[src/sv/ppds_pkg.sv]
// Shared types and constants for the PWM period and duty setup block.
// Used by ppds_div and pwm_period_duty_setup; depends on nothing.
package ppds_pkg;

    // Field widths
    localparam int unsigned WORD_W   = 32;
    localparam int unsigned TIMER_W  = 16;
    localparam int unsigned DUTY_W   = 8;
    localparam int unsigned OPCODE_W = 3;
    localparam int unsigned ADDR_W   = 4;

    // Command opcodes
    localparam logic [OPCODE_W-1:0] OP_OFF   = 3'd0;
    localparam logic [OPCODE_W-1:0] OP_FREQ  = 3'd1;
    localparam logic [OPCODE_W-1:0] OP_DUTY  = 3'd2;
    localparam logic [OPCODE_W-1:0] OP_BOTH  = 3'd3;
    localparam logic [OPCODE_W-1:0] OP_TICKS = 3'd4;

    // Configuration register indexes (byte address = 4 * index)
    localparam logic [1:0] REG_TICK_RATE = 2'd0;
    localparam logic [1:0] REG_MIN_FREQ  = 2'd1;
    localparam logic [1:0] REG_MAX_FREQ  = 2'd2;

    // Reset values
    localparam logic [WORD_W-1:0]  TICK_RATE_RST = 32'd80000000;
    localparam logic [WORD_W-1:0]  MIN_FREQ_RST  = 32'd1;
    localparam logic [WORD_W-1:0]  MAX_FREQ_RST  = 32'd100000;
    localparam logic [TIMER_W-1:0] RELOAD_MAX    = 16'hFFFF;
    localparam logic [DUTY_W-1:0]  DUTY_MAX      = 8'd100;

    // Request to the serial divider
    typedef struct packed {
        logic              start;
        logic [WORD_W-1:0] dividend;
        logic [WORD_W-1:0] divisor;
    } ppds_div_req_t;

endpackage

[src/sv/ppds_div.sv]
// Bit-serial restoring divider, one quotient bit per cycle.
// Depends on ppds_pkg for the request struct and word width.
module ppds_div
    import ppds_pkg::*;
(
    input  logic                clk,
    input  logic                rst_n,
    input  ppds_div_req_t       req,
    output logic                done,
    output logic [WORD_W-1:0]   quotient
);

    localparam int unsigned CNT_W = $clog2(WORD_W);

    logic              busy_reg, busy_next;
    logic              done_reg, done_next;
    logic [CNT_W-1:0]  cnt_reg, cnt_next;
    logic [WORD_W-1:0] rem_reg, rem_next;
    logic [WORD_W-1:0] quo_reg, quo_next;
    logic [WORD_W-1:0] dvs_reg, dvs_next;
    logic [WORD_W:0]   trial;
    logic [WORD_W:0]   diff;
    logic              ge;

    // One shift-subtract step; a zero divisor yields an all-ones quotient
    always_comb
    begin
        trial = {rem_reg, quo_reg[WORD_W-1]};
        diff  = trial - {1'b0, dvs_reg};
        ge    = (trial >= {1'b0, dvs_reg});
    end

    // Step sequencing
    always_comb
    begin
        busy_next = busy_reg;
        done_next = 1'b0;
        cnt_next  = cnt_reg;
        rem_next  = rem_reg;
        quo_next  = quo_reg;
        dvs_next  = dvs_reg;
        if (req.start)
        begin
            busy_next = 1'b1;
            cnt_next  = '0;
            rem_next  = '0;
            quo_next  = req.dividend;
            dvs_next  = req.divisor;
        end
        else if (busy_reg)
        begin
            rem_next = ge ? diff[WORD_W-1:0] : trial[WORD_W-1:0];
            quo_next = {quo_reg[WORD_W-2:0], ge};
            cnt_next = cnt_reg + 1'b1;
            if (&cnt_reg)
            begin
                busy_next = 1'b0;
                done_next = 1'b1;
            end
        end
    end

    always_ff @(posedge clk or negedge rst_n)
    begin
        if (!rst_n)
        begin
            busy_reg <= 1'b0;
            done_reg <= 1'b0;
            cnt_reg  <= '0;
        end
        else
        begin
            busy_reg <= busy_next;
            done_reg <= done_next;
            cnt_reg  <= cnt_next;
        end
    end

    always_ff @(posedge clk)
    begin
        rem_reg <= rem_next;
        quo_reg <= quo_next;
        dvs_reg <= dvs_next;
    end

    assign done     = done_reg;
    assign quotient = quo_reg;

endmodule

[src/sv/pwm_period_duty_setup.sv]
// PWM period and duty setup: command sequencer, timer state and APB registers.
// Depends on ppds_pkg and ppds_div (shared serial divider).
//
//  channel  | handshake            | payload
//  ---------+----------------------+----------------------------------------------
//  in       | in_valid / in_stall  | opcode, frequency_hz, duty_pct,
//           |                      | high_ticks, low_ticks
//  out      | out_valid / out_stall| reload_value, compare_value, running,
//           |                      | remembered_duty, counter_cleared
//  apb      | psel/penable/pready  | paddr, pwrite, pwdata, prdata
//
// One command at a time, stalled from its accept until its result word commits:
// off and unused opcodes go straight to commit, set frequency and set ticks run
// one division, set duty one duty apply, set both or a reapplied duty both.
// The shared divider makes one quotient bit per cycle; a duty apply divides by 100.
// Reset returns reload 65535, compare 0, stopped, duty 0 and default registers.
// A waiting result word holds the next command's state update, not its accept.
module pwm_period_duty_setup
    import ppds_pkg::*;
(
    input  logic                clk,
    input  logic                rst_n,
    // command input
    input  logic                in_valid,
    output logic                in_stall,
    input  logic [OPCODE_W-1:0] opcode,
    input  logic [WORD_W-1:0]   frequency_hz,
    input  logic [DUTY_W-1:0]   duty_pct,
    input  logic [WORD_W-1:0]   high_ticks,
    input  logic [WORD_W-1:0]   low_ticks,
    // result output
    output logic                out_valid,
    input  logic                out_stall,
    output logic [TIMER_W-1:0]  reload_value,
    output logic [TIMER_W-1:0]  compare_value,
    output logic                running,
    output logic [DUTY_W-1:0]   remembered_duty,
    output logic                counter_cleared,
    // configuration
    input  logic                psel,
    input  logic                penable,
    input  logic                pwrite,
    input  logic [ADDR_W-1:0]   paddr,
    input  logic [WORD_W-1:0]   pwdata,
    output logic [WORD_W-1:0]   prdata,
    output logic                pready
);

    localparam logic [2:0] S_IDLE = 3'd0;
    localparam logic [2:0] S_PREP = 3'd1;
    localparam logic [2:0] S_WQ   = 3'd2;
    localparam logic [2:0] S_MUL  = 3'd3;
    localparam logic [2:0] S_WD   = 3'd4;
    localparam logic [2:0] S_FIN  = 3'd5;

    localparam int unsigned TOP_W  = TIMER_W + 1;
    localparam int unsigned DCAP_W = 7;
    localparam int unsigned PROD_W = TOP_W + DCAP_W;

    // configuration registers
    logic [WORD_W-1:0] tick_rate_reg, min_freq_reg, max_freq_reg;
    logic              cfg_wr;

    // control
    logic [2:0] state_reg, state_next;
    logic       out_valid_reg, out_valid_next;

    // latched command
    logic [OPCODE_W-1:0] op_reg;
    logic [WORD_W-1:0]   freq_reg, on_reg, offt_reg;
    logic [DUTY_W-1:0]   duty_reg;

    // work values
    logic [TIMER_W-1:0] work_reload_reg, work_reload_next;
    logic [TIMER_W-1:0] work_cmp_reg, work_cmp_next;
    logic [DUTY_W-1:0]  work_kept_reg, work_kept_next;
    logic               off_cmd_reg, off_cmd_next;
    logic               apply_reg, apply_next;

    // timer state, shown on the output
    logic [TIMER_W-1:0] reload_reg, reload_next;
    logic [TIMER_W-1:0] compare_reg, compare_next;
    logic               started_reg, started_next;
    logic [DUTY_W-1:0]  kept_reg, kept_next;
    logic               cleared_reg, cleared_next;

    // datapath helpers
    ppds_div_req_t      div_req;
    logic               div_done;
    logic [WORD_W-1:0]  div_q;
    logic               is_off;
    logic [WORD_W-1:0]  freq_clamped;
    logic [TIMER_W-1:0] tick_a, tick_b;
    logic [TOP_W-1:0]   tick_sum;
    logic [TIMER_W-1:0] tick_arr;
    logic [TIMER_W-1:0] tick_cmp;
    logic [WORD_W-1:0]  tick_pct;
    logic [TIMER_W-1:0] reload_from_q;
    logic [DUTY_W-1:0]  duty_src;
    logic [DCAP_W-1:0]  duty_cap;
    logic [TOP_W-1:0]   top;
    logic [PROD_W-1:0]  product;
    logic               commit;

    // APB register file
    assign pready = 1'b1;
    assign cfg_wr = psel && penable && pwrite;

    always_ff @(posedge clk or negedge rst_n)
    begin
        if (!rst_n)
        begin
            tick_rate_reg <= TICK_RATE_RST;
            min_freq_reg  <= MIN_FREQ_RST;
            max_freq_reg  <= MAX_FREQ_RST;
        end
        else if (cfg_wr)
        begin
            unique case (paddr[3:2])
                REG_TICK_RATE: tick_rate_reg <= pwdata;
                REG_MIN_FREQ:  min_freq_reg  <= pwdata;
                REG_MAX_FREQ:  max_freq_reg  <= pwdata;
                default: ;
            endcase
        end
    end

    always_comb
    begin
        unique case (paddr[3:2])
            REG_TICK_RATE: prdata = tick_rate_reg;
            REG_MIN_FREQ:  prdata = min_freq_reg;
            REG_MAX_FREQ:  prdata = max_freq_reg;
            default:       prdata = '0;
        endcase
    end

    // Command decode: which commands fall back to the off action
    always_comb
    begin
        case (op_reg)
            OP_OFF:   is_off = 1'b1;
            OP_DUTY:  is_off = (duty_reg == '0);
            OP_BOTH:  is_off = (duty_reg == '0) || (freq_reg == '0);
            OP_TICKS: is_off = (on_reg == '0);
            default:  is_off = 1'b0;
        endcase
    end

    // Frequency clamp, lower bound tested first
    always_comb
    begin
        if (freq_reg < min_freq_reg)
            freq_clamped = min_freq_reg;
        else if (freq_reg > max_freq_reg)
            freq_clamped = max_freq_reg;
        else
            freq_clamped = freq_reg;
    end

    // Tick mode: clamp on/off times, reload, compare and percent dividend
    always_comb
    begin
        tick_a = (on_reg > {16'd0, RELOAD_MAX}) ? RELOAD_MAX : on_reg[TIMER_W-1:0];
        if (offt_reg == '0)
            tick_b = 16'd1;
        else if (offt_reg > {16'd0, RELOAD_MAX})
            tick_b = RELOAD_MAX;
        else
            tick_b = offt_reg[TIMER_W-1:0];
        tick_sum = {1'b0, tick_a} + {1'b0, tick_b} - 17'd1;
        tick_arr = tick_sum[TIMER_W] ? RELOAD_MAX : tick_sum[TIMER_W-1:0];
        tick_cmp = (tick_a - 16'd1 > tick_arr) ? tick_arr : tick_a - 16'd1;
        // 100 * a as shifts: 64a + 32a + 4a
        tick_pct = ({16'd0, tick_a} << 6) + ({16'd0, tick_a} << 5) + ({16'd0, tick_a} << 2);
    end

    // Reload from quotient: zero or one quotient gives 1, large values saturate
    always_comb
    begin
        if (div_q < 32'd2)
            reload_from_q = 16'd1;
        else if (div_q > 32'h0001_0000)
            reload_from_q = RELOAD_MAX;
        else
            reload_from_q = div_q[TIMER_W-1:0] - 16'd1;
    end

    // Duty apply product: (reload + 1) * min(duty, 100)
    always_comb
    begin
        duty_src = (op_reg == OP_FREQ) ? kept_reg : duty_reg;
        duty_cap = (duty_src > DUTY_MAX) ? DUTY_MAX[DCAP_W-1:0] : duty_src[DCAP_W-1:0];
        top      = {1'b0, work_reload_reg} + 17'd1;
        product  = top * duty_cap;
    end

    assign commit = (state_reg == S_FIN) && (!out_valid_reg || !out_stall);

    // Sequencer
    always_comb
    begin
        state_next       = state_reg;
        work_reload_next = work_reload_reg;
        work_cmp_next    = work_cmp_reg;
        work_kept_next   = work_kept_reg;
        off_cmd_next     = off_cmd_reg;
        apply_next       = apply_reg;
        div_req.start    = 1'b0;
        div_req.dividend = '0;
        div_req.divisor  = '0;
        unique case (state_reg)
            S_IDLE:
            begin
                if (in_valid)
                    state_next = S_PREP;
            end
            S_PREP:
            begin
                off_cmd_next     = is_off;
                apply_next       = 1'b0;
                work_reload_next = reload_reg;
                if (is_off)
                    state_next = S_FIN;
                else
                begin
                    case (op_reg) inside
                        OP_FREQ, OP_BOTH:
                        begin
                            div_req.start    = 1'b1;
                            div_req.dividend = tick_rate_reg;
                            div_req.divisor  = freq_clamped;
                            state_next       = S_WQ;
                        end
                        OP_DUTY:
                            state_next = S_MUL;
                        OP_TICKS:
                        begin
                            div_req.start    = 1'b1;
                            div_req.dividend = tick_pct;
                            div_req.divisor  = {15'd0, tick_sum + 17'd1};
                            work_reload_next = tick_arr;
                            work_cmp_next    = tick_cmp;
                            state_next       = S_WQ;
                        end
                        default:
                            state_next = S_FIN;
                    endcase
                end
            end
            S_WQ:
            begin
                if (div_done)
                begin
                    if (op_reg == OP_TICKS)
                    begin
                        work_kept_next = div_q[DUTY_W-1:0];
                        state_next     = S_FIN;
                    end
                    else
                    begin
                        work_reload_next = reload_from_q;
                        if (op_reg == OP_BOTH || (started_reg && kept_reg != '0))
                            state_next = S_MUL;
                        else
                            state_next = S_FIN;
                    end
                end
            end
            S_MUL:
            begin
                div_req.start    = 1'b1;
                div_req.dividend = {{(WORD_W-PROD_W){1'b0}}, product};
                div_req.divisor  = {24'd0, DUTY_MAX};
                apply_next       = 1'b1;
                state_next       = S_WD;
            end
            S_WD:
            begin
                if (div_done)
                begin
                    if (div_q > {16'd0, work_reload_reg})
                        work_cmp_next = work_reload_reg;
                    else
                        work_cmp_next = div_q[TIMER_W-1:0];
                    state_next = S_FIN;
                end
            end
            S_FIN:
            begin
                if (commit)
                    state_next = S_IDLE;
            end
            default:
                state_next = S_IDLE;
        endcase
    end

    // Timer state update at the end of a command
    always_comb
    begin
        reload_next  = reload_reg;
        compare_next = compare_reg;
        started_next = started_reg;
        kept_next    = kept_reg;
        cleared_next = cleared_reg;
        if (commit)
        begin
            cleared_next = 1'b0;
            if (off_cmd_reg)
            begin
                if (started_reg)
                begin
                    compare_next = '0;
                    started_next = 1'b0;
                end
                kept_next = '0;
            end
            else
            begin
                case (op_reg)
                    OP_FREQ:
                    begin
                        reload_next  = work_reload_reg;
                        if (apply_reg)
                            compare_next = work_cmp_reg;
                        cleared_next = 1'b1;
                    end
                    OP_DUTY:
                    begin
                        compare_next = work_cmp_reg;
                        started_next = 1'b1;
                        kept_next    = duty_reg;
                    end
                    OP_BOTH:
                    begin
                        reload_next  = work_reload_reg;
                        compare_next = work_cmp_reg;
                        started_next = 1'b1;
                        kept_next    = duty_reg;
                        cleared_next = 1'b1;
                    end
                    OP_TICKS:
                    begin
                        reload_next  = work_reload_reg;
                        compare_next = work_cmp_reg;
                        started_next = 1'b1;
                        kept_next    = work_kept_reg;
                        cleared_next = 1'b1;
                    end
                    default: ;
                endcase
            end
        end
    end

    // Output word handshake
    always_comb
    begin
        out_valid_next = out_valid_reg;
        if (out_valid_reg && !out_stall)
            out_valid_next = 1'b0;
        if (commit)
            out_valid_next = 1'b1;
    end

    always_ff @(posedge clk or negedge rst_n)
    begin
        if (!rst_n)
        begin
            state_reg     <= S_IDLE;
            out_valid_reg <= 1'b0;
            reload_reg    <= RELOAD_MAX;
            compare_reg   <= '0;
            started_reg   <= 1'b0;
            kept_reg      <= '0;
            cleared_reg   <= 1'b0;
        end
        else
        begin
            state_reg     <= state_next;
            out_valid_reg <= out_valid_next;
            reload_reg    <= reload_next;
            compare_reg   <= compare_next;
            started_reg   <= started_next;
            kept_reg      <= kept_next;
            cleared_reg   <= cleared_next;
        end
    end

    // Command latch and work registers
    always_ff @(posedge clk)
    begin
        if (state_reg == S_IDLE && in_valid)
        begin
            op_reg   <= opcode;
            freq_reg <= frequency_hz;
            duty_reg <= duty_pct;
            on_reg   <= high_ticks;
            offt_reg <= low_ticks;
        end
        work_reload_reg <= work_reload_next;
        work_cmp_reg    <= work_cmp_next;
        work_kept_reg   <= work_kept_next;
        off_cmd_reg     <= off_cmd_next;
        apply_reg       <= apply_next;
    end

    ppds_div u_div (
        .clk      (clk),
        .rst_n    (rst_n),
        .req      (div_req),
        .done     (div_done),
        .quotient (div_q)
    );

    assign in_stall        = (state_reg != S_IDLE);
    assign out_valid       = out_valid_reg;
    assign reload_value    = reload_reg;
    assign compare_value   = compare_reg;
    assign running         = started_reg;
    assign remembered_duty = kept_reg;
    assign counter_cleared = cleared_reg;

    // A new output word appears only from the commit step
    a_word_from_fin: assert property (@(posedge clk) disable iff (!rst_n)
        $rose(out_valid_reg) |-> $past(state_reg) == S_FIN)
        else $error("output word raised outside commit");

    // Timer state changes only when a command commits
    a_state_at_commit: assert property (@(posedge clk) disable iff (!rst_n)
        !$stable(reload_reg) || !$stable(compare_reg) |-> $past(commit))
        else $error("timer state changed outside commit");

    // Reload never drops to zero
    a_reload_nonzero: assert property (@(posedge clk) disable iff (!rst_n)
        reload_reg != '0)
        else $error("reload zero");

    // Divider results arrive only while the sequencer waits for them
    a_div_wait: assert property (@(posedge clk) disable iff (!rst_n)
        div_done |-> state_reg == S_WQ || state_reg == S_WD)
        else $error("divider finished outside a wait state");

endmodule
[config.mk]
export PLATFORM = sky130hd
export DESIGN_NAME = pwm_period_duty_setup
export DESIGN_NICKNAME = d
export VERILOG_FILES = /design/src/sv/ppds_pkg.sv /design/src/sv/ppds_div.sv /design/src/sv/pwm_period_duty_setup.sv
export SDC_FILE = /design/constraint.sdc
export NUM_CORES = 1
export LEC_CHECK = 0
export ABC_CLOCK_PERIOD_IN_PS = 7590
export BUFFER_PORTS_ARGS = -buffer_cell sky130_fd_sc_hd__buf_2
export CAP_MARGIN = 20
export CORE_MARGIN = 4
export CORE_UTILIZATION = 62
export DETAILED_ROUTE_END_ITERATION = 12
export HOLD_SLACK_MARGIN = 0.05
export MAX_ROUTING_LAYER = met4
export PLACE_DENSITY = 0.82
export SLEW_MARGIN = 0
export SYNTH_ARGS = -nofsm -noshare
export SYNTH_HDL_FRONTEND = slang
export SYNTH_SLANG_ARGS = --single-unit
[constraint.sdc]
create_clock -name clk -period 7.59 [get_ports clk]
set_input_delay 1.1385 -clock clk [delete_from_list [all_inputs] [get_ports clk]]
set_output_delay 1.1385 -clock clk [all_outputs]
set_load 0.05 [all_outputs]
# Word level (Yosys, flattened, before mapping)
# Index checks and enable logic that the tools add are counted.
# totals
mem_count	0
out_inout_bits	77
mem_bits_rw	0
inputBits	150
mem_bits_ro	0
reg_bits	394
word_cells	181
latch_bits	0
# op_classes
div_mod_pow	0
n_reduce_logical	44
multipliers	1
order_cmp	10
n_addsub	10
n_shift	0
mux	67
n_eq_ne	22
bitwise	1
# ops
operator	n
16-bit 2-to-1 mux	22
65-bit 2-to-1 mux	4
32-bit 2-to-1 mux	5
65-bit one-hot mux with 2 select lines	1
32-bit logical NOT	3
16-bit one-hot mux with 2 select lines	3
32-bit one-hot mux with 3 select lines	1
32-bit by 16-bit > comparator with 1-bit output, second input constant	2
33-bit by 32-bit >= comparator with 1-bit output	1
32-bit by 16-bit > comparator with 1-bit output	1
32-bit by 17-bit > comparator with 1-bit output, second input constant	1
32-bit > comparator	1
32-bit by 2-bit < comparator with 1-bit output, second input constant	1
32-bit < comparator	1
16-bit by 1-bit subtractor with 16-bit output, second input constant	2
32-bit subtractor	1
3-bit 2-to-1 mux	10
23-bit by 18-bit adder with 24-bit output	1
17-bit by 7-bit multiplier with 24-bit output	1
22-bit by 21-bit adder with 23-bit output	1
3-bit one-hot mux with 6 select lines	1
16-bit by 1-bit adder with 17-bit output, second input constant	1
16-bit by 16-bit adder with 17-bit output	1
17-bit by 1-bit adder with 17-bit output, second input constant	1
36 further kinds	88

# Longest topological paths before layout
# Gate-level depths: netlist (run 1).
# logic_depth
word_depth	13
mapped_depth	29
mapped_depth_nobuf	27

# Cells and area by module
# Synthesis (run 1) repeated with hierarchy kept, for this count alone.
# unflattened
hier_cells	2951
area_unflattened_um2	28573.7
# by_module_without_submodules
mod	area_each_um2	instances	cells_per_inst	seq_area_each_um2
pwm_period_duty_setup	22814.4	1	2387	8066.5
ppds_div	5759.3	1	564	2737.6

# Worst setup path before layout (run 1)
# No wires, ideal clock.
# synth_path
path_type	register to register
start	register op_reg[2]
end	register u_div.quo_reg[20], in the netlist u_div.quotient[20], data pin
slack_ns	0.729
t_required_ns	7.319
path_stages_with_launch	24
arrival_ns	6.590
setup_ns	0.271
path_buffers	3
period_less_slack_ns	6.861
cell_sequence	edfxtp_1 clkbuf_1 nor3b_1 clkbuf_1 nor2b_1 a211oi_1 clkbuf_1 nor2_1 fa_1 fa_1 fa_1 inv_1 fa_1 inv_1 ha_1 or3_1 o22ai_1 a211oi_1 o31a_1 or3_1 a211oi_1 xnor2_1 a222oi_1 o21ai_0
# synth_between
elab_chain_len	7
word_cells_on_any_way	17
classes_between	1 x mul; 1 x order compare; 4 x eq/ne; 9 x mux; 2 x reduce/logical
# synth_rtl
element	line	rtl
start, declared	pwm_period_duty_setup.sv:69	logic [OPCODE_W-1:0] op_reg;
start signal, assigned	pwm_period_duty_setup.sv:396	op_reg <= opcode;
3-bit by 1-bit == test with 1-bit output / 3-bit == test (equally long branches)	pwm_period_duty_setup.sv:192, pwm_period_duty_setup.sv:141	
8-bit 2-to-1 mux / 65-bit 2-to-1 mux (equally long branches)	pwm_period_duty_setup.sv:192, pwm_period_duty_setup.sv:227	
8-bit by 7-bit > comparator with 1-bit output / 65-bit 2-to-1 mux (equally long branches)	pwm_period_duty_setup.sv:193, pwm_period_duty_setup.sv:227	
7-bit 2-to-1 mux / 65-bit 2-to-1 mux (equally long branches)	pwm_period_duty_setup.sv:193, pwm_period_duty_setup.sv:227	
17-bit by 7-bit multiplier with 24-bit output / 65-bit 2-to-1 mux (equally long branches)	pwm_period_duty_setup.sv:195, pwm_period_duty_setup.sv:223	
65-bit one-hot mux with 2 select lines (*)	pwm_period_duty_setup.sv:212	unique case (state_reg)
32-bit 2-to-1 mux (*)	ppds_div.sv:42	if (req.start)
named net u_div.quo_next[20]	ppds_div.sv:19	logic [WORD_W-1:0] quo_reg, quo_next;
end signal, assigned	ppds_div.sv:82	quo_reg <= quo_next;
end, declared	ppds_div.sv:19	
# The timed path passes the listed nets; every way through them passes the cells marked *.
# A chain may end at the register's enable or synchronous reset.

# Final worst setup path (run 1)
# layout_path
start	register work_reload_reg[2]
end	register u_div.quo_reg[20], in the netlist u_div.quotient[20], data pin
# layout_between
elab_chain_len	4
# layout_rtl
element	line	rtl
start, declared	pwm_period_duty_setup.sv:74	logic [TIMER_W-1:0] work_reload_reg, work_reload_next;
start signal, assigned	pwm_period_duty_setup.sv:402	work_reload_reg <= work_reload_next;
16-bit by 1-bit adder with 17-bit output	pwm_period_duty_setup.sv:194	top = {1'b0, work_reload_reg} + 17'd1;
17-bit by 7-bit multiplier with 24-bit output	pwm_period_duty_setup.sv:195	product = top * duty_cap;
65-bit one-hot mux with 2 select lines	pwm_period_duty_setup.sv:212	
32-bit 2-to-1 mux	ppds_div.sv:42	
named net u_div.quo_next[20]	ppds_div.sv:19	
# The timed path passes the listed nets, and every way through them passes these cells.

==> impl_metrics.ini, run 1 <==
[detailed_routing]
vias = 23900
vias_per_cell = 6.36
ant_nets = 0
drt_wl_total_mm = 84.7
dr.pass1.iters = 6
routedWlPerCell_um = 22.5
drt-initial-drc-count = 2820
drc = 0

[worst_hold_path]
min_from = counter_cleared
min_to = counter_cleared
min-delay-path-class = flop to flop
holdPathStages = 1

[grt]
antenna_found_initial = 3
grt_max_degree = 89
grt_usage = 0.344
grt_overflow_total = 0
grt_pass1_wl_mm = 132
grt_pass1_vias = 23700

[clock_tree]
cts_buffers = 42
htreeDepth = 2
cts_tree = yes
clk_latency_ns = 0.58
cts_root_buf = clkbuf_16
ctsHoldBuffers = 0
clock_sinks = 394
path_clk_slew_ns = 0.07
clockBufferDepth = 3

[run_status]
status = finished, final reports clean

[floorplanning]
start_util = 0.627
num_rows = 78
die_x_um = 222
die_y_um = 222
dieArea_um2 = 49400
fp.coreArea_um2 = 45400
ios = 227

[timing]
min_period_ns = 7.19
slew_viol_final = 0
worst_slack_ns = 0.400
hold_violations = 0
setup_tns_ns = 0
setup_viol = 0
min_period_over_period = 0.947
worst_pin_slew_ns = 1.04
slew_headroom = 0.301
max_freq_mhz = 139
skew_ns = 0.0165

[layout]
nets = 3607
syn_to_final_growth_pct = 11.8
final_cells = 3765
design_area_um2 = 31800
fin_util = 0.700
drive_above_1_share = 0.164
fill_cells = 3347

[logic_synthesis]
synth_seq_area_share = 0.380
synth_edf_count = 213
synth_largest_area_cell = edfxtp_1
ys_ff_latch = 394
synthArstFlopShare = 0.378
synth_warnings = 0
ys_types = 83
synth_area_leaders = edfxtp_1 (22%), ha_1 (11%), dfrtp_1 (10%), fa_1 (6.3%), inv_1 (4.2%)
syn_area_per_cell_um2 = 9.74
synth_cells = 2920
syn_nets = 3399
synth_ff_type = edfxtp_1
yosys.area.top_type_share = 0.225
netlist_area_um2 = 28400

[pwr]
power.density_nw_per_um2 = 532
p_leak_nw = 14.0
peakVddDrop_mv = 0.546

[place]
hpwlAfterDp_mm = 63.6
place_congestion = 1.04
place_ws_ns = 0.527
io_buffers = 223
placedCellCount = 3683
place_area_um2 = 30300

[critical_path]
start_kind = flop
cp_num_buf_inv = 3
cp.depth = 21
max_stage_delay_ns = 0.61
ff2ff_setup_slack_ns = 0.40
cp.required_ns = 7.87
cpMaxStageDelayCell = fa_1
cp_common_cell = fa_1
ff2ff_path_depth = 21
path_delay_family = adder cells
critPathMaxFanout = 7
rr_endpoint = u_div.quotient[20]
crit_chain = inv_1, nor4_1, nand2_1, xnor2_1, nor2_1, fa_1, fa_1, fa_1, inv_1, fa_1, inv_1, ha_1, or3_1, o22ai_1, a211oi_1, o31a_1, or3_1, a211oi_1, xnor2_1, a222oi_1, o21ai_0
arrival_ns = 7.47
path_class = flop to flop
r2r_start = work_reload_reg[2]
worstSetupEndpointType = flop

[flow_run]
maxCapViolations = 0
[synthesized netlist by cell type (all sizes together), types with 7 or more instances]
master    n
a211o    13
a211oi   19
a21o     51
a21oi   158
a221o    14
a222oi   13
a22o     12
a31oi    14
a41oi     8
and2     15
and3     23
buf      14
clkbuf  100
dfrtp   118
dfstp    31
dfxtp    32
edfxtp  213
fa       89
ha      240
inv     317
mux2     99
mux2i   111
nand2   184
nand2b   27
nand3    43
nand3b   19
nand4    32
nor2    268
nor2b    18
nor3     39
nor3b     8
nor4     48
o211ai   12
o21a     15
o21ai   218
o21bai    7
o221ai   14
o22ai    25
o31ai    17
or2      22
or3      10
xnor2    75
xor2     41
[power breakdown]
part           switching (mW)  internal [mW]
sequential              0.727           3.15
combinational            6.74           4.16
clock                   0.892           1.25
[per-stage QoR]
stage	total power, mW	hold slack (ns)
floorplan	11.6	0.452
global placement	14.1	0.464
detailed placement	14.4	0.471
CTS	16.7	0.484
global route	18.3	0.501
finish	16.9	0.483
[worst max path at each step]
stage                               endpoint          startpoint  slack (ns)
after global placement    u_div.quotient[20]  work_reload_reg[2]        0.64
after detailed placement  u_div.quotient[20]  work_reload_reg[2]        0.53
final                     u_div.quotient[20]  work_reload_reg[2]        0.40
after CTS                 u_div.quotient[20]  work_reload_reg[2]        0.42
after floorplan           u_div.quotient[20]           op_reg[2]        0.73
after global routing         work_cmp_reg[3]          on_reg[16]       -0.01
[logic make-up after synthesis]
group	count (synthesis)	share of synthesized area
and+or+nand+nor	771	0.129
AOI/OAI and AO/OA	668	0.150
buffers and inverters	431	0.0587
DFF	394	0.380
adders and majority gates	329	0.168
muxes	210	0.0783
xor gates and xnor gates	116	0.0357
other	1	0.000132
[final cells by class]
cell class | count | area [µm²] | share of cell area
Tap cell | 600 | 751 | 0.0236
Clock inverter | 23 | 264 | 0.00831
Antenna cell | 3 | 7.51 | 0.000236
Inverter | 317 | 1190 | 0.0374
Timing Repair Buffer | 278 | 1540 | 0.0483
Clock buffer | 55 | 1150 | 0.0362
Sequential cell | 394 | 10800 | 0.340
Multi-Input combinational cell | 2095 | 16100 | 0.506
[cells in the final DEF, fill, tap and decap left out, types with 23 or more instances in the layout]
cell type | Yosys | routed
a21o_1 | 51 | 51
a21oi_1 | 158 | 158
and3_1 | 23 | 23
buf_2 | 2 | 222
buf_4 | 2 | 55
clkbuf_16 | 0 | 43
dfrtp_1 | 118 | 118
dfstp_2 | 31 | 31
dfxtp_1 | 32 | 32
edfxtp_1 | 213 | 213
fa_1 | 89 | 89
ha_1 | 240 | 240
inv_1 | 316 | 316
mux2_2 | 99 | 99
mux2i_1 | 111 | 111
nand2_1 | 184 | 183
nand2b_1 | 27 | 27
nand3_1 | 43 | 43
nand4_1 | 32 | 32
nor2_1 | 268 | 267
nor3_1 | 39 | 36
nor4_1 | 48 | 48
o21ai_0 | 216 | 215
o22ai_1 | 25 | 25
xnor2_1 | 75 | 74
xor2_1 | 41 | 41
[per-layer routing]
| layer | global-route usage | vias to the layer above | routed length, µm |
|---|---|---|---|
| met5 | - | - | 0 |
| met4 | 0.117 | 0 | 3340 |
| met3 | 0.0584 | 225 | 8650 |
| met2 | 0.533 | 1340 | 38700 |
| met1 | 0.465 | 11500 | 34000 |
| li1 | - | 10800 | - |
[timing repair]
action | CTS | global route
buffers inserted | 0 | 0
setup endpoints to repair | 0 | 1
gates resized for setup | 0 | 1
Power figures use the tool's default switching activity.
==> inputs of run 2 (changes only) <==
--- a/config.mk
+++ b/config.mk
@@ -5,15 +5,19 @@
 export SDC_FILE = /design/constraint.sdc
 export NUM_CORES = 1
 export LEC_CHECK = 0
+export ABC_AREA = 1
 export ABC_CLOCK_PERIOD_IN_PS = 7590
 export BUFFER_PORTS_ARGS = -buffer_cell sky130_fd_sc_hd__buf_2
 export CAP_MARGIN = 20
+export CELL_PAD_IN_SITES_DETAIL_PLACEMENT = 1
+export CELL_PAD_IN_SITES_GLOBAL_PLACEMENT = 2
 export CORE_MARGIN = 4
-export CORE_UTILIZATION = 62
+export CORE_UTILIZATION = 37
 export DETAILED_ROUTE_END_ITERATION = 12
 export HOLD_SLACK_MARGIN = 0.05
 export MAX_ROUTING_LAYER = met4
 export PLACE_DENSITY = 0.82
+export SETUP_SLACK_MARGIN = 0.05
 export SLEW_MARGIN = 0
 export SYNTH_ARGS = -nofsm -noshare
 export SYNTH_HDL_FRONTEND = slang
==> run 2 against run 1 <==
Against the previous run: flip-flop and latch count is the same; global-route usage shrank 8.7 points; via count increased by 13%; clock power rose by 12%; register-to-register slack better by 0.59 ns; core utilization is 28 points lower; design area up 7.0%.
==> impl_metrics.ini, run 2 <==
[detailed_routing]
drt_wl_total_mm = 109
ant_nets = 0
vias = 27200
drt-initial-drc-count = 1716
drc = 0
dr.pass1.iters = 5
vias_per_cell = 5.19
routedWlPerCell_um = 20.7

[critical_path]
r2r_start = op_reg[2]
max_stage_delay_ns = 0.57
arrival_ns = 6.93
rr_endpoint = u_div.quotient[13]
cpMaxStageDelayCell = fa_1
critPathMaxFanout = 18
cp.required_ns = 7.92
worstSetupEndpointType = flop
ff2ff_path_depth = 30
start_kind = flop
ff2ff_setup_slack_ns = 0.99
path_class = flop to flop

[layout]
design_area_um2 = 34000
syn_to_final_growth_pct = 12.8
regArea_um2 = 10800
nets = 4614
final_cells = 5235
drive_above_1_share = 0.112
multi_input_area_um2 = 16500
fill_cells = 9972
final_cell_mix = nand2_1 (1033), inv_1 (590), nor2_1 (328), nand3_1 (320), o21ai_0 (245)
final_common_cell = nand2_1

[clock_tree]
clk_latency_ns = 0.62
htreeDepth = 2
cts_tree = yes
cts_root_buf = clkbuf_16
post-cts-setup-buffers = 0
ctsHoldBuffers = 0
clockBufferDepth = 3
path_clk_slew_ns = 0.07
cts_resized = 0
clock_sinks = 394
cts_buffers = 47

[place]
placedCellCount = 5145
io_buffers = 223
place_area_um2 = 32400
place_congestion = 0.921
hpwlAfterDp_mm = 84.7

[logic_synthesis]
synthTopCellsByCount = nand2_1 (1036), inv_1 (590), nor2_1 (332)
ys_ff_latch = 394
synth_warnings = 0
synth_area_leaders = edfxtp_1 (21%), nand2_1 (13%), ha_1 (10%), dfrtp_1 (9.8%), inv_1 (7.3%)
synth_seq_area_share = 0.359
synthArstFlopShare = 0.378
synth_cells = 3939
ys_types = 64
synth_ff_type = edfxtp_1
syn_nets = 4418
yosys.area.top_type_share = 0.212
synth_edf_count = 213
synth_most_common_cell = nand2_1
synth_largest_area_cell = edfxtp_1
netlist_area_um2 = 30100
syn_area_per_cell_um2 = 7.65

[floorplanning]
die_y_um = 293
num_rows = 104
dieArea_um2 = 86100
die_x_um = 293
ios = 227
start_util = 0.374
fp.coreArea_um2 = 80700

[timing]
slew_viol_final = 0
worst_pin_slew_ns = 1.10
setup_tns_ns = 0
skew_ns = 0.0496
max_freq_mhz = 151
slew_headroom = 0.266
rsz0062_at_grt = false
min_period_ns = 6.60
min_period_over_period = 0.870
hold_violations = 0
setup_viol = 0

[pwr]
p_sw_frac = 0.536
seq_power_share = 0.209
peakVddDrop_mv = 0.578
power_frac_comb = 0.658
p_leak_nw = 16.3
p_switching_mw = 9.63
power.density_nw_per_um2 = 528
power.internal_mw = 8.33
clkPwrFrac = 0.134

[flow_run]
maxCapViolations = 0

[grt]
grt_overflow_total = 0
grt_usage = 0.258
grt_pass1_wl_mm = 167
antenna_found_initial = 2
grt_pass1_vias = 28100
grt_max_degree = 82

[worst_hold_path]
min_to = u_div.rem_reg[16]
min-delay-path-class = flop to flop
holdPathStages = 2
min_from = u_div.rem_reg[16]

[run_status]
status = finished, final reports clean
==> run 2: cell types whose count changed after synthesis, sizes merged, moves of 38 or more <==
cell,before,now
a21o,51,9
buf,14,54
clkbuf,100,58
inv,317,613
mux2,99,0
mux2i,111,0
nand2,184,1066
nand3,43,329
nor2,268,343
o21ai,218,256
xnor2,75,10
==> run 2: how the worst max path moves through the flow <==
stage / end / startpoint
final: u_div.quotient[13] / op_reg[2]
after global placement: u_div.quotient[23] / work_reload_reg[0]
after detailed placement: u_div.quotient[20] / work_reload_reg[0]
after floorplan: duty_reg[0] / in_valid
after global routing: u_div.quotient[23] / work_reload_reg[0]
after CTS: u_div.quotient[13] / op_reg[2]
==> run 2: power by group through the flow <==
stage	clock network (mW)	logic, mW	registers [mW]
after floorplan	0	8.20	3.87
after global placement	0	11.6	3.77
after detailed placement	0	11.8	3.78
after CTS	2.45	11.9	3.75
after global routing	2.54	13.6	3.82
final	2.40	11.8	3.75
==> run 2: cells by family (layout without fill, tap and decap cells) <==
logic type	count (synthesis)	in the layout	share of synthesized area
XOR/XNOR	54	54	0.0157
adder cells (fa/ha/maj)	329	329	0.159
buffers and inverters	729	964	0.0948
AO/OA/AOI/OAI	571	571	0.109
AND/OR/NAND/NOR	1861	1861	0.263
flip-flops	394	394	0.359
other	1	2	0.000124
==> run 2: through the flow <==
stage          hold slack (ns)  power, mW  setup WS (ns)  utilization
2_1_floorplan            0.446       12.1           1.43            -
3_3_place_gp             0.463       15.3           1.14        0.401
3_5_place_dp             0.468       15.5           1.07        0.401
4_1_cts                  0.478       18.1           1.04        0.421
5_1_grt                  0.500       19.9          0.559        0.421
6_report                 0.477       18.0          0.988        0.421
==> run 2: layer usage <==
layer  track usage  part of all wire
met5             -                 0
met4        0.0521             0.019
met3        0.0308             0.043
met2         0.414              0.46
met1         0.354              0.48
==> run 2: worst max-delay path: cells and delay by family (launching register included) <==
| family | cells | cell delay, ns |
|---|---|---|
| AO/OA/AOI/OAI | 5 | 1.07 |
| adder cells (fa/ha/maj) | 5 | 2.46 |
| buffers and inverters | 6 | 0.57 |
| flip-flops | 1 | 0.50 |
| AND/OR/NAND/NOR | 14 | 1.69 |
==> run 2: final cells by class <==
cell class	instances	share of cell area
multi-input combinational	2816	0.486
sequential	394	0.318
inverter	617	0.0682
timing repair buffer	259	0.0413
tap	1060	0.0390
clock buffer	55	0.0364
clock inverter	33	0.0114
antenna	1	0.0000736
